==> config.mk <==
export PLATFORM = sky130hd
export DESIGN_NAME = pixel_pair_color_converter_core
export DESIGN_NICKNAME = d
export VERILOG_FILES = /design/src/ppcc_pkg.sv /design/src/ppcc_sum_stage.sv /design/src/ppcc_pack_stage.sv /design/src/pixel_pair_color_converter_core.sv
export SDC_FILE = /design/constraint.sdc
export NUM_CORES = 2
export LEC_CHECK = 0
export BUFFER_PORTS_ARGS = -buffer_cell sky130_fd_sc_hd__buf_2
export CAP_MARGIN = 15
export CORE_MARGIN = 3
export CORE_UTILIZATION = 65
export CTS_BUF_LIST = sky130_fd_sc_hd__clkbuf_8
export DETAILED_ROUTE_END_ITERATION = 8
export PLACE_DENSITY_LB_ADDON = 0.08
export REMOVE_ABC_BUFFERS = 1
export SLEW_MARGIN = 15
export SYNTH_ARGS = -nofsm -noshare
export SYNTH_HDL_FRONTEND = slang
export SYNTH_SLANG_ARGS = --single-unit
==> constraint.sdc <==
create_clock -name clk_i -period 15.88 [get_ports clk_i]
set_input_delay 0 -clock clk_i [delete_from_list [all_inputs] [get_ports clk_i]]
set_output_delay 0 -clock clk_i [all_outputs]
set_load 0.01 [all_outputs]
==> src/ppcc_pkg.sv <==
// shared types and constants for the pixel pair color converter
`timescale 1ns / 1ps

package ppcc_pkg;

  localparam int NumBytes = 8;
  localparam int NumSums  = 6;
  localparam int SumW     = 20;
  localparam int QuotW    = 12;

  typedef enum logic [2:0] {
    MODE_RGB_UYVY  = 3'd0,
    MODE_BGRA_YUVA = 3'd1,
    MODE_UYVY_RGB  = 3'd2,
    MODE_UYVY_YUV  = 3'd3,
    MODE_YUV_UYVY  = 3'd4,
    MODE_COPY      = 3'd5
  } mode_e;

  typedef logic [NumBytes-1:0][7:0] bytes_t;
  typedef logic [SumW-1:0] sum_t;
  typedef sum_t [NumSums-1:0] sums_t;

  typedef struct packed {
    logic  vld;
    mode_e mode;
  } ctrl_t;

  // bt.601 coefficients, rgb to yuv
  localparam logic signed [SumW-1:0] KYR = 20'sd66;
  localparam logic signed [SumW-1:0] KYG = 20'sd129;
  localparam logic signed [SumW-1:0] KYB = 20'sd25;
  localparam logic signed [SumW-1:0] KUV = 20'sd112;
  localparam logic signed [SumW-1:0] KUG = 20'sd74;
  localparam logic signed [SumW-1:0] KUR = 20'sd37;
  localparam logic signed [SumW-1:0] KVG = 20'sd94;
  localparam logic signed [SumW-1:0] KVB = 20'sd18;
  // yuv to rgb
  localparam logic signed [SumW-1:0] KY  = 20'sd298;
  localparam logic signed [SumW-1:0] KRV = 20'sd409;
  localparam logic signed [SumW-1:0] KGU = 20'sd100;
  localparam logic signed [SumW-1:0] KGV = 20'sd208;
  localparam logic signed [SumW-1:0] KBU = 20'sd516;

  localparam logic signed [QuotW-1:0] OffY  = 12'sd16;
  localparam logic signed [QuotW-1:0] OffC  = 12'sd128;
  localparam logic signed [QuotW-1:0] OffR  = -12'sd223;
  localparam logic signed [QuotW-1:0] OffG  = 12'sd135;
  localparam logic signed [QuotW-1:0] OffB  = -12'sd277;

endpackage

==> src/ppcc_sum_stage.sv <==
// weighted sum stage: per pixel coefficient sums, registered
`timescale 1ns / 1ps

module ppcc_sum_stage (
  input  logic              clk_i,
  input  logic              rst_ni,
  input  ppcc_pkg::ctrl_t   ctrl_i,
  input  ppcc_pkg::bytes_t  bytes_i,
  output logic              ready_o,
  output ppcc_pkg::ctrl_t   ctrl_o,
  output ppcc_pkg::bytes_t  bytes_o,
  output ppcc_pkg::sums_t   sums_o,
  input  logic              ready_i
);

  logic             vld_q;
  ppcc_pkg::mode_e  mode_q;
  ppcc_pkg::bytes_t bytes_q;
  ppcc_pkg::sums_t  sums_q, sums_d;

  logic [7:0] r0, g0, b0, r1, g1, b1;
  logic signed [ppcc_pkg::SumW-1:0] sr0, sg0, sb0, sr1, sg1, sb1;
  logic signed [ppcc_pkg::SumW-1:0] sy0, sy1, su, sv;

  function automatic logic signed [ppcc_pkg::SumW-1:0] zx(logic [7:0] x);
    return $signed({{(ppcc_pkg::SumW-8){1'b0}}, x});
  endfunction

  assign ready_o = !vld_q || ready_i;

  always_comb begin
    case (ctrl_i.mode)
      ppcc_pkg::MODE_BGRA_YUVA: begin
        b0 = bytes_i[0]; g0 = bytes_i[1]; r0 = bytes_i[2];
        b1 = bytes_i[4]; g1 = bytes_i[5]; r1 = bytes_i[6];
      end
      default: begin
        r0 = bytes_i[0]; g0 = bytes_i[1]; b0 = bytes_i[2];
        r1 = bytes_i[3]; g1 = bytes_i[4]; b1 = bytes_i[5];
      end
    endcase
  end

  assign sr0 = zx(r0);
  assign sg0 = zx(g0);
  assign sb0 = zx(b0);
  assign sr1 = zx(r1);
  assign sg1 = zx(g1);
  assign sb1 = zx(b1);
  // uyvy source: u y0 v y1
  assign su  = zx(bytes_i[0]);
  assign sy0 = zx(bytes_i[1]);
  assign sv  = zx(bytes_i[2]);
  assign sy1 = zx(bytes_i[3]);

  always_comb begin
    if (ctrl_i.mode == ppcc_pkg::MODE_UYVY_RGB) begin
      sums_d[0] = ppcc_pkg::KY * sy0 + ppcc_pkg::KRV * sv;
      sums_d[1] = ppcc_pkg::KY * sy0 - ppcc_pkg::KGU * su - ppcc_pkg::KGV * sv;
      sums_d[2] = ppcc_pkg::KY * sy0 + ppcc_pkg::KBU * su;
      sums_d[3] = ppcc_pkg::KY * sy1 + ppcc_pkg::KRV * sv;
      sums_d[4] = ppcc_pkg::KY * sy1 - ppcc_pkg::KGU * su - ppcc_pkg::KGV * sv;
      sums_d[5] = ppcc_pkg::KY * sy1 + ppcc_pkg::KBU * su;
    end else begin
      sums_d[0] = ppcc_pkg::KYR * sr0 + ppcc_pkg::KYG * sg0 + ppcc_pkg::KYB * sb0;
      sums_d[1] = ppcc_pkg::KUV * sb0 - ppcc_pkg::KUG * sg0 - ppcc_pkg::KUR * sr0;
      sums_d[2] = ppcc_pkg::KUV * sr0 - ppcc_pkg::KVG * sg0 - ppcc_pkg::KVB * sb0;
      sums_d[3] = ppcc_pkg::KYR * sr1 + ppcc_pkg::KYG * sg1 + ppcc_pkg::KYB * sb1;
      sums_d[4] = ppcc_pkg::KUV * sb1 - ppcc_pkg::KUG * sg1 - ppcc_pkg::KUR * sr1;
      sums_d[5] = ppcc_pkg::KUV * sr1 - ppcc_pkg::KVG * sg1 - ppcc_pkg::KVB * sb1;
    end
  end

  always_ff @(posedge clk_i or negedge rst_ni) begin
    if (!rst_ni) begin
      vld_q <= 1'b0;
    end else if (ready_o) begin
      vld_q <= ctrl_i.vld;
    end
  end

  always_ff @(posedge clk_i) begin
    if (ready_o && ctrl_i.vld) begin
      mode_q  <= ctrl_i.mode;
      bytes_q <= bytes_i;
      sums_q  <= sums_d;
    end
  end

  assign ctrl_o.vld  = vld_q;
  assign ctrl_o.mode = mode_q;
  assign bytes_o     = bytes_q;
  assign sums_o      = sums_q;

endmodule

==> src/ppcc_pack_stage.sv <==
// output stage: scale, offset, saturate, average and pack the target bytes
`timescale 1ns / 1ps

module ppcc_pack_stage (
  input  logic              clk_i,
  input  logic              rst_ni,
  input  ppcc_pkg::ctrl_t   ctrl_i,
  input  ppcc_pkg::bytes_t  bytes_i,
  input  ppcc_pkg::sums_t   sums_i,
  output logic              ready_o,
  output logic              valid_o,
  output ppcc_pkg::bytes_t  bytes_o,
  input  logic              ready_i
);

  logic             vld_q;
  ppcc_pkg::bytes_t bytes_q, bytes_d;
  logic signed [ppcc_pkg::QuotW-1:0] q [ppcc_pkg::NumSums];
  logic signed [ppcc_pkg::QuotW-1:0] u_sum, v_sum;
  logic [8:0] u_raw, v_raw;

  // divide by 256, rounding toward zero
  function automatic logic signed [ppcc_pkg::QuotW-1:0] div256(
    logic signed [ppcc_pkg::SumW-1:0] x
  );
    logic signed [ppcc_pkg::SumW-1:0] t;
    t = x[ppcc_pkg::SumW-1] ? (x + 20'sd255) : x;
    return ppcc_pkg::QuotW'(t >>> 8);
  endfunction

  function automatic logic [7:0] sat8(logic signed [ppcc_pkg::QuotW-1:0] x);
    logic [7:0] r;
    if (x <= 0) r = 8'd0;
    else if (x > 12'sd255) r = 8'd255;
    else r = x[7:0];
    return r;
  endfunction

  always_comb begin
    for (int k = 0; k < ppcc_pkg::NumSums; k++) begin
      q[k] = div256($signed(sums_i[k]));
    end
  end

  assign u_sum = (ppcc_pkg::OffC + q[1]) + (ppcc_pkg::OffC + q[4]);
  assign v_sum = (ppcc_pkg::OffC + q[2]) + (ppcc_pkg::OffC + q[5]);
  assign u_raw = {1'b0, bytes_i[1]} + {1'b0, bytes_i[4]};
  assign v_raw = {1'b0, bytes_i[2]} + {1'b0, bytes_i[5]};

  always_comb begin
    bytes_d = '0;
    case (ctrl_i.mode)
      ppcc_pkg::MODE_RGB_UYVY: begin
        bytes_d[0] = u_sum[8:1];
        bytes_d[1] = 8'(ppcc_pkg::OffY + q[0]);
        bytes_d[2] = v_sum[8:1];
        bytes_d[3] = 8'(ppcc_pkg::OffY + q[3]);
      end
      ppcc_pkg::MODE_BGRA_YUVA: begin
        bytes_d[0] = 8'(ppcc_pkg::OffY + q[0]);
        bytes_d[1] = 8'(ppcc_pkg::OffC + q[1]);
        bytes_d[2] = 8'(ppcc_pkg::OffC + q[2]);
        bytes_d[3] = bytes_i[3];
        bytes_d[4] = 8'(ppcc_pkg::OffY + q[3]);
        bytes_d[5] = 8'(ppcc_pkg::OffC + q[4]);
        bytes_d[6] = 8'(ppcc_pkg::OffC + q[5]);
        bytes_d[7] = bytes_i[7];
      end
      ppcc_pkg::MODE_UYVY_RGB: begin
        bytes_d[0] = sat8(q[0] + ppcc_pkg::OffR);
        bytes_d[1] = sat8(q[1] + ppcc_pkg::OffG);
        bytes_d[2] = sat8(q[2] + ppcc_pkg::OffB);
        bytes_d[3] = sat8(q[3] + ppcc_pkg::OffR);
        bytes_d[4] = sat8(q[4] + ppcc_pkg::OffG);
        bytes_d[5] = sat8(q[5] + ppcc_pkg::OffB);
      end
      ppcc_pkg::MODE_UYVY_YUV: begin
        bytes_d[0] = bytes_i[1];
        bytes_d[1] = bytes_i[0];
        bytes_d[2] = bytes_i[2];
        bytes_d[3] = bytes_i[3];
        bytes_d[4] = bytes_i[0];
        bytes_d[5] = bytes_i[2];
      end
      ppcc_pkg::MODE_YUV_UYVY: begin
        bytes_d[0] = u_raw[8:1];
        bytes_d[1] = bytes_i[0];
        bytes_d[2] = v_raw[8:1];
        bytes_d[3] = bytes_i[3];
      end
      ppcc_pkg::MODE_COPY: begin
        bytes_d = bytes_i;
      end
      default: begin
        bytes_d = '0;
      end
    endcase
  end

  assign ready_o = !vld_q || ready_i;

  always_ff @(posedge clk_i or negedge rst_ni) begin
    if (!rst_ni) begin
      vld_q <= 1'b0;
    end else if (ready_o) begin
      vld_q <= ctrl_i.vld;
    end
  end

  always_ff @(posedge clk_i) begin
    if (ready_o && ctrl_i.vld) begin
      bytes_q <= bytes_d;
    end
  end

  assign valid_o = vld_q;
  assign bytes_o = bytes_q;

endmodule

==> src/pixel_pair_color_converter_core.sv <==
// Pixel pair color converter: usage
//   One item is the eight bytes of two adjacent pixels in the source layout,
//   on in_byte0_i..in_byte7_i with in_valid_i / in_ready_o. The converted pair
//   leaves on out_byte0_o..out_byte7_o with out_valid_o / out_ready_i.
//   cfg_conversion_mode_i, written with cfg_valid_i (cfg_ready_o is always
//   high), picks the conversion: 0 rgb-uyvy, 1 bgra-yuva, 2 uyvy-rgb,
//   3 uyvy-yuv, 4 yuv-uyvy, 5 copy; 6 and 7 give all-zero items. Change it
//   only while no item is in flight.
//   An accepted item is loaded into the input register at the accepting edge,
//   then into the coefficient sum register and the output register, which
//   drives out_valid_o. Throughput is one item per cycle; each stage takes a
//   new item whenever it is empty or its content moves on in the same cycle.
//   Reset clears all valid bits and sets the mode to copy.
//   When the receiver holds out_ready_i low the pipeline fills up and
//   in_ready_o drops after the three stages hold items; nothing is lost.
`timescale 1ns / 1ps

module pixel_pair_color_converter_core (
  input  logic       clk_i,
  input  logic       rst_ni,
  input  logic       cfg_valid_i,
  output logic       cfg_ready_o,
  input  logic [2:0] cfg_conversion_mode_i,
  input  logic       in_valid_i,
  output logic       in_ready_o,
  input  logic [7:0] in_byte0_i,
  input  logic [7:0] in_byte1_i,
  input  logic [7:0] in_byte2_i,
  input  logic [7:0] in_byte3_i,
  input  logic [7:0] in_byte4_i,
  input  logic [7:0] in_byte5_i,
  input  logic [7:0] in_byte6_i,
  input  logic [7:0] in_byte7_i,
  output logic       out_valid_o,
  input  logic       out_ready_i,
  output logic [7:0] out_byte0_o,
  output logic [7:0] out_byte1_o,
  output logic [7:0] out_byte2_o,
  output logic [7:0] out_byte3_o,
  output logic [7:0] out_byte4_o,
  output logic [7:0] out_byte5_o,
  output logic [7:0] out_byte6_o,
  output logic [7:0] out_byte7_o
);

  ppcc_pkg::mode_e  mode_q;
  logic             a_vld_q;
  ppcc_pkg::mode_e  a_mode_q;
  ppcc_pkg::bytes_t a_bytes_q, in_bytes;
  ppcc_pkg::ctrl_t  a_ctrl, b_ctrl;
  ppcc_pkg::bytes_t b_bytes, c_bytes;
  ppcc_pkg::sums_t  b_sums;
  logic             b_ready, c_ready;

  assign cfg_ready_o = 1'b1;

  always_ff @(posedge clk_i or negedge rst_ni) begin
    if (!rst_ni) begin
      mode_q <= ppcc_pkg::MODE_COPY;
    end else if (cfg_valid_i) begin
      mode_q <= ppcc_pkg::mode_e'(cfg_conversion_mode_i);
    end
  end

  assign in_bytes = {in_byte7_i, in_byte6_i, in_byte5_i, in_byte4_i,
                     in_byte3_i, in_byte2_i, in_byte1_i, in_byte0_i};

  // input register
  assign in_ready_o = !a_vld_q || b_ready;

  always_ff @(posedge clk_i or negedge rst_ni) begin
    if (!rst_ni) begin
      a_vld_q <= 1'b0;
    end else if (in_ready_o) begin
      a_vld_q <= in_valid_i;
    end
  end

  always_ff @(posedge clk_i) begin
    if (in_ready_o && in_valid_i) begin
      a_bytes_q <= in_bytes;
      a_mode_q  <= mode_q;
    end
  end

  assign a_ctrl.vld  = a_vld_q;
  assign a_ctrl.mode = a_mode_q;

  ppcc_sum_stage u_sum (
    .clk_i   (clk_i),
    .rst_ni  (rst_ni),
    .ctrl_i  (a_ctrl),
    .bytes_i (a_bytes_q),
    .ready_o (b_ready),
    .ctrl_o  (b_ctrl),
    .bytes_o (b_bytes),
    .sums_o  (b_sums),
    .ready_i (c_ready)
  );

  ppcc_pack_stage u_pack (
    .clk_i   (clk_i),
    .rst_ni  (rst_ni),
    .ctrl_i  (b_ctrl),
    .bytes_i (b_bytes),
    .sums_i  (b_sums),
    .ready_o (c_ready),
    .valid_o (out_valid_o),
    .bytes_o (c_bytes),
    .ready_i (out_ready_i)
  );

  assign out_byte0_o = c_bytes[0];
  assign out_byte1_o = c_bytes[1];
  assign out_byte2_o = c_bytes[2];
  assign out_byte3_o = c_bytes[3];
  assign out_byte4_o = c_bytes[4];
  assign out_byte5_o = c_bytes[5];
  assign out_byte6_o = c_bytes[6];
  assign out_byte7_o = c_bytes[7];

endmodule

==> flow_metrics.py <==
metrics = {
    "outcome": {
        "outcome": "finished clean",
    },
    "timing": {
        "period_share": 0.482,
        "timing.final.ws_setup_ns": 8.22,
        "finClkSkew_ns": 0.0599,
        "final-hold-violation-count": 0,
        "worstMarginPinSlew_ns": 1.06,
        "finalSetupTns_ns": 0,
        "slew_viol_final": 0,
        "slew_headroom": 0.294,
        "fin_crit_ns": 7.66,
        "grt_setup_unrepaired": "no",
        "clock.fmax_ghz": 0.131,
        "final-setup-viol-count": 0,
    },
    "layout": {
        "drive_above_1_share": 0.0738,
        "n_fill_cell": 4486,
        "layout.nets": 5255,
        "syn_to_final_growth_pct": 9.05,
    },
    "worst_setup_path": {
        "critPathArrivalTime_ns": 8.01,
        "critPathRequiredTime_ns": 16.23,
        "crit_path_end_kind": "flip-flop",
        "startpoint": "a_mode_q[1]",
        "rrSetupSlack_ns": 8.22,
        "r2r-end": "u_sum.sums_o[115]",
        "rr_worst_depth": 27,
        "critical_path_class": "reg -> reg",
        "timing.rr.start": "a_mode_q[1]",
        "cp-start-kind": "flip-flop",
        "endpoint": "u_sum.sums_o[115]",
        "path_max_fanout": 49,
    },
    "synth": {
        "synth-main-ff-cell": "edfxtp_1",
        "synthDominantCellAreaShare": 0.232,
        "syn_area_sq_um": 38200,
        "synthArstFlopShare": 0.0199,
        "synthDistinctLibCells": 99,
        "synth.most_common_cell": "ha_1",
        "synthTopCellsByArea": "edfxtp_1 23%, ha_1 22%, fa_1 11%, inv_1 6.3%, xnor2_1 5.5%",
        "yosysTopAreaCell": "edfxtp_1",
        "synth_common_cells": "687 x ha_1, 643 x inv_1, 296 x edfxtp_1",
        "synth-edff-count": 296,
        "yosysSeqAreaShare": 0.236,
        "syn_inst": 4051,
        "avgSynthCellArea_sq_um": 9.44,
        "synth-seq-cells": 302,
        "yosysWarnings": 0,
    },
    "die": {
        "io_pins": 139,
        "start_util": 0.660,
        "die_area_sq_um": 61800,
        "num_rows": 88,
        "core_area_sq_um": 57900,
        "die_h_um": 249,
        "chipWidth_um": 249,
    },
    "cts": {
        "cts_buffer_depth": 3,
        "clk_latency_ns": 0.69,
        "hold_buffers": 92,
        "clkTransAtPathRegs_ns": 0.06,
        "clkSinkCount": 302,
        "post-cts-setup-buffers": 0,
        "cts-root-buf": "clkbuf_8",
        "ctsResizeCount": 0,
        "cts_inserted_buffers": 53,
        "cts_max_level": 2,
        "cts_tree": "done",
    },
    "global_routing": {
        "grt.total_usage": 0.355,
        "grt_pass1_vias": 29677,
        "antenna_found_initial": 5,
        "grt_pass1_wl_um": 170000,
        "grt_overflow": 0,
        "grt_max_degree": 86,
    },
    "routing": {
        "drc": 0,
        "drtAntennaViolNets": 0,
        "routed-via-count": 30978,
        "drt-pass1-iter-count": 8,
        "drt-total-wl_um": 111000,
        "drt_iter0_drc": 3078,
        "routedWlPerCell_um": 21.8,
        "avgViaCountPerCell": 6.09,
    },
    "place": {
        "place_ws_ns": 8.31,
        "dpl.hpwl_um": 89300,
        "gp_congestion": 0.956,
        "io_buffer_count": 137,
    },
    "worst_hold_path": {
        "holdCritPathClass": "in -> reg",
    },
    "run": {
        "max_cap_viol_count": 0,
    },
}
worst min-delay path by stage:
| stage | slack [ns] | depth (start not counted) | start | endpoint |
|---|---|---|---|---|
| after floorplan | -0.30 | 0 | rst_ni | a_vld_q |
| after global placement | -0.17 | 1 | rst_ni | u_pack.valid_o |
| after detailed placement | -0.17 | 1 | rst_ni | u_pack.valid_o |
| after CTS | 0.002 | 2 | in_byte0_i[7] | a_bytes_q[7] |
| after global routing | 0.02 | 2 | in_byte0_i[4] | a_bytes_q[4] |
| final | 0.04 | 2 | in_byte0_i[4] | a_bytes_q[4] |
cells in the final DEF (no fill, tap or decap), drive strengths merged, types with 122 or more instances in the layout:
cell and n:
fa 211, a21oi 291, edfxtp 296, inv 663
o21ai 174, xnor2 240, nor2 248, xor2 122
nand2 195, buf 161, ha 687
critical path, cell delays in order, from the launching register on:
cell and delay (ns):
edfxtp_1 0.44, nor3b_2 0.20, buf_4 0.66, mux2i_1 0.80, inv_2 0.27, xnor2_1 0.32
ha_1 0.30, fa_1 0.48, inv_1 0.06, fa_1 0.54, inv_1 0.05, ha_1 0.31
a21boi_0 0.26, o21ai_0 0.14, a21boi_0 0.25, nor2_1 0.10, fa_1 0.54, inv_1 0.04
ha_1 0.35, a21o_1 0.18, nand2_1 0.08, nand2b_1 0.06, a211oi_1 0.29, o21bai_1 0.14
a21oi_1 0.23, xor2_1 0.09, nand2_1 0.07, o21ai_0 0.10
cell families after synthesis:
family                   synth area share
other                           0.0000981
XOR/XNOR                           0.0836
AO/OA/AOI/OAI                       0.148
buffers and inverters              0.0711
AND/OR/NAND/NOR                     0.104
flip-flops                          0.236
multiplexers                       0.0211
adder cells (fa/ha/maj)             0.336
state kept, by name, summed over array words and instances (netlist names):
register / count
u_sum.sums_o: 98
a_mode_q: 3
u_sum.vld_q: 1
u_sum.bytes_o: 64
a_vld_q: 1
a_bytes_q: 64
mode_q: 3
u_pack.bytes_o: 64
u_pack.valid_o: 1
u_sum.mode_q: 3
final cells by class:
type                    instances  area (sq um)  share of cell area
diodes                          1          2.50           0.0000600
flip-flops and latches        302          9040               0.217
repair buffers                253          1790              0.0428
clock buffers                  53           729              0.0175
well taps                     765           957              0.0230
inverters                     647          2430              0.0582
multi-input cells            3028         26500               0.635
clock inverters                39           256             0.00615
routing by layer:
| metal | vias to the layer above | part of all wire | GRT usage |
|---|---|---|---|
| li1 | 14633 | - | - |
| met1 | 14769 | 0.43 | 0.508 |
| met2 | 1301 | 0.42 | 0.530 |
| met3 | 275 | 0.099 | 0.0657 |
| met4 | 0 | 0.049 | 0.151 |
| met5 | - | 0 | 0 |
stage by stage:
| stage | util | instances | instance area [sq um] | hold slack [ns] |
|---|---|---|---|---|
| after CTS | 0.720 | 5087 | 41700 | 0.00235 |
| final | 0.720 | 5088 | 41700 | 0.0358 |
| after global placement | 0.687 | 4903 | 39800 | -0.171 |
| after global routing | 0.720 | 5087 | 41700 | 0.0238 |
| after floorplan | - | 3977 | 37900 | -0.296 |
| after detailed placement | 0.687 | 4903 | 39800 | -0.165 |
Power is not shown: default switching activity piles up to over one toggle a cycle in this logic, so the estimate is an artifact.
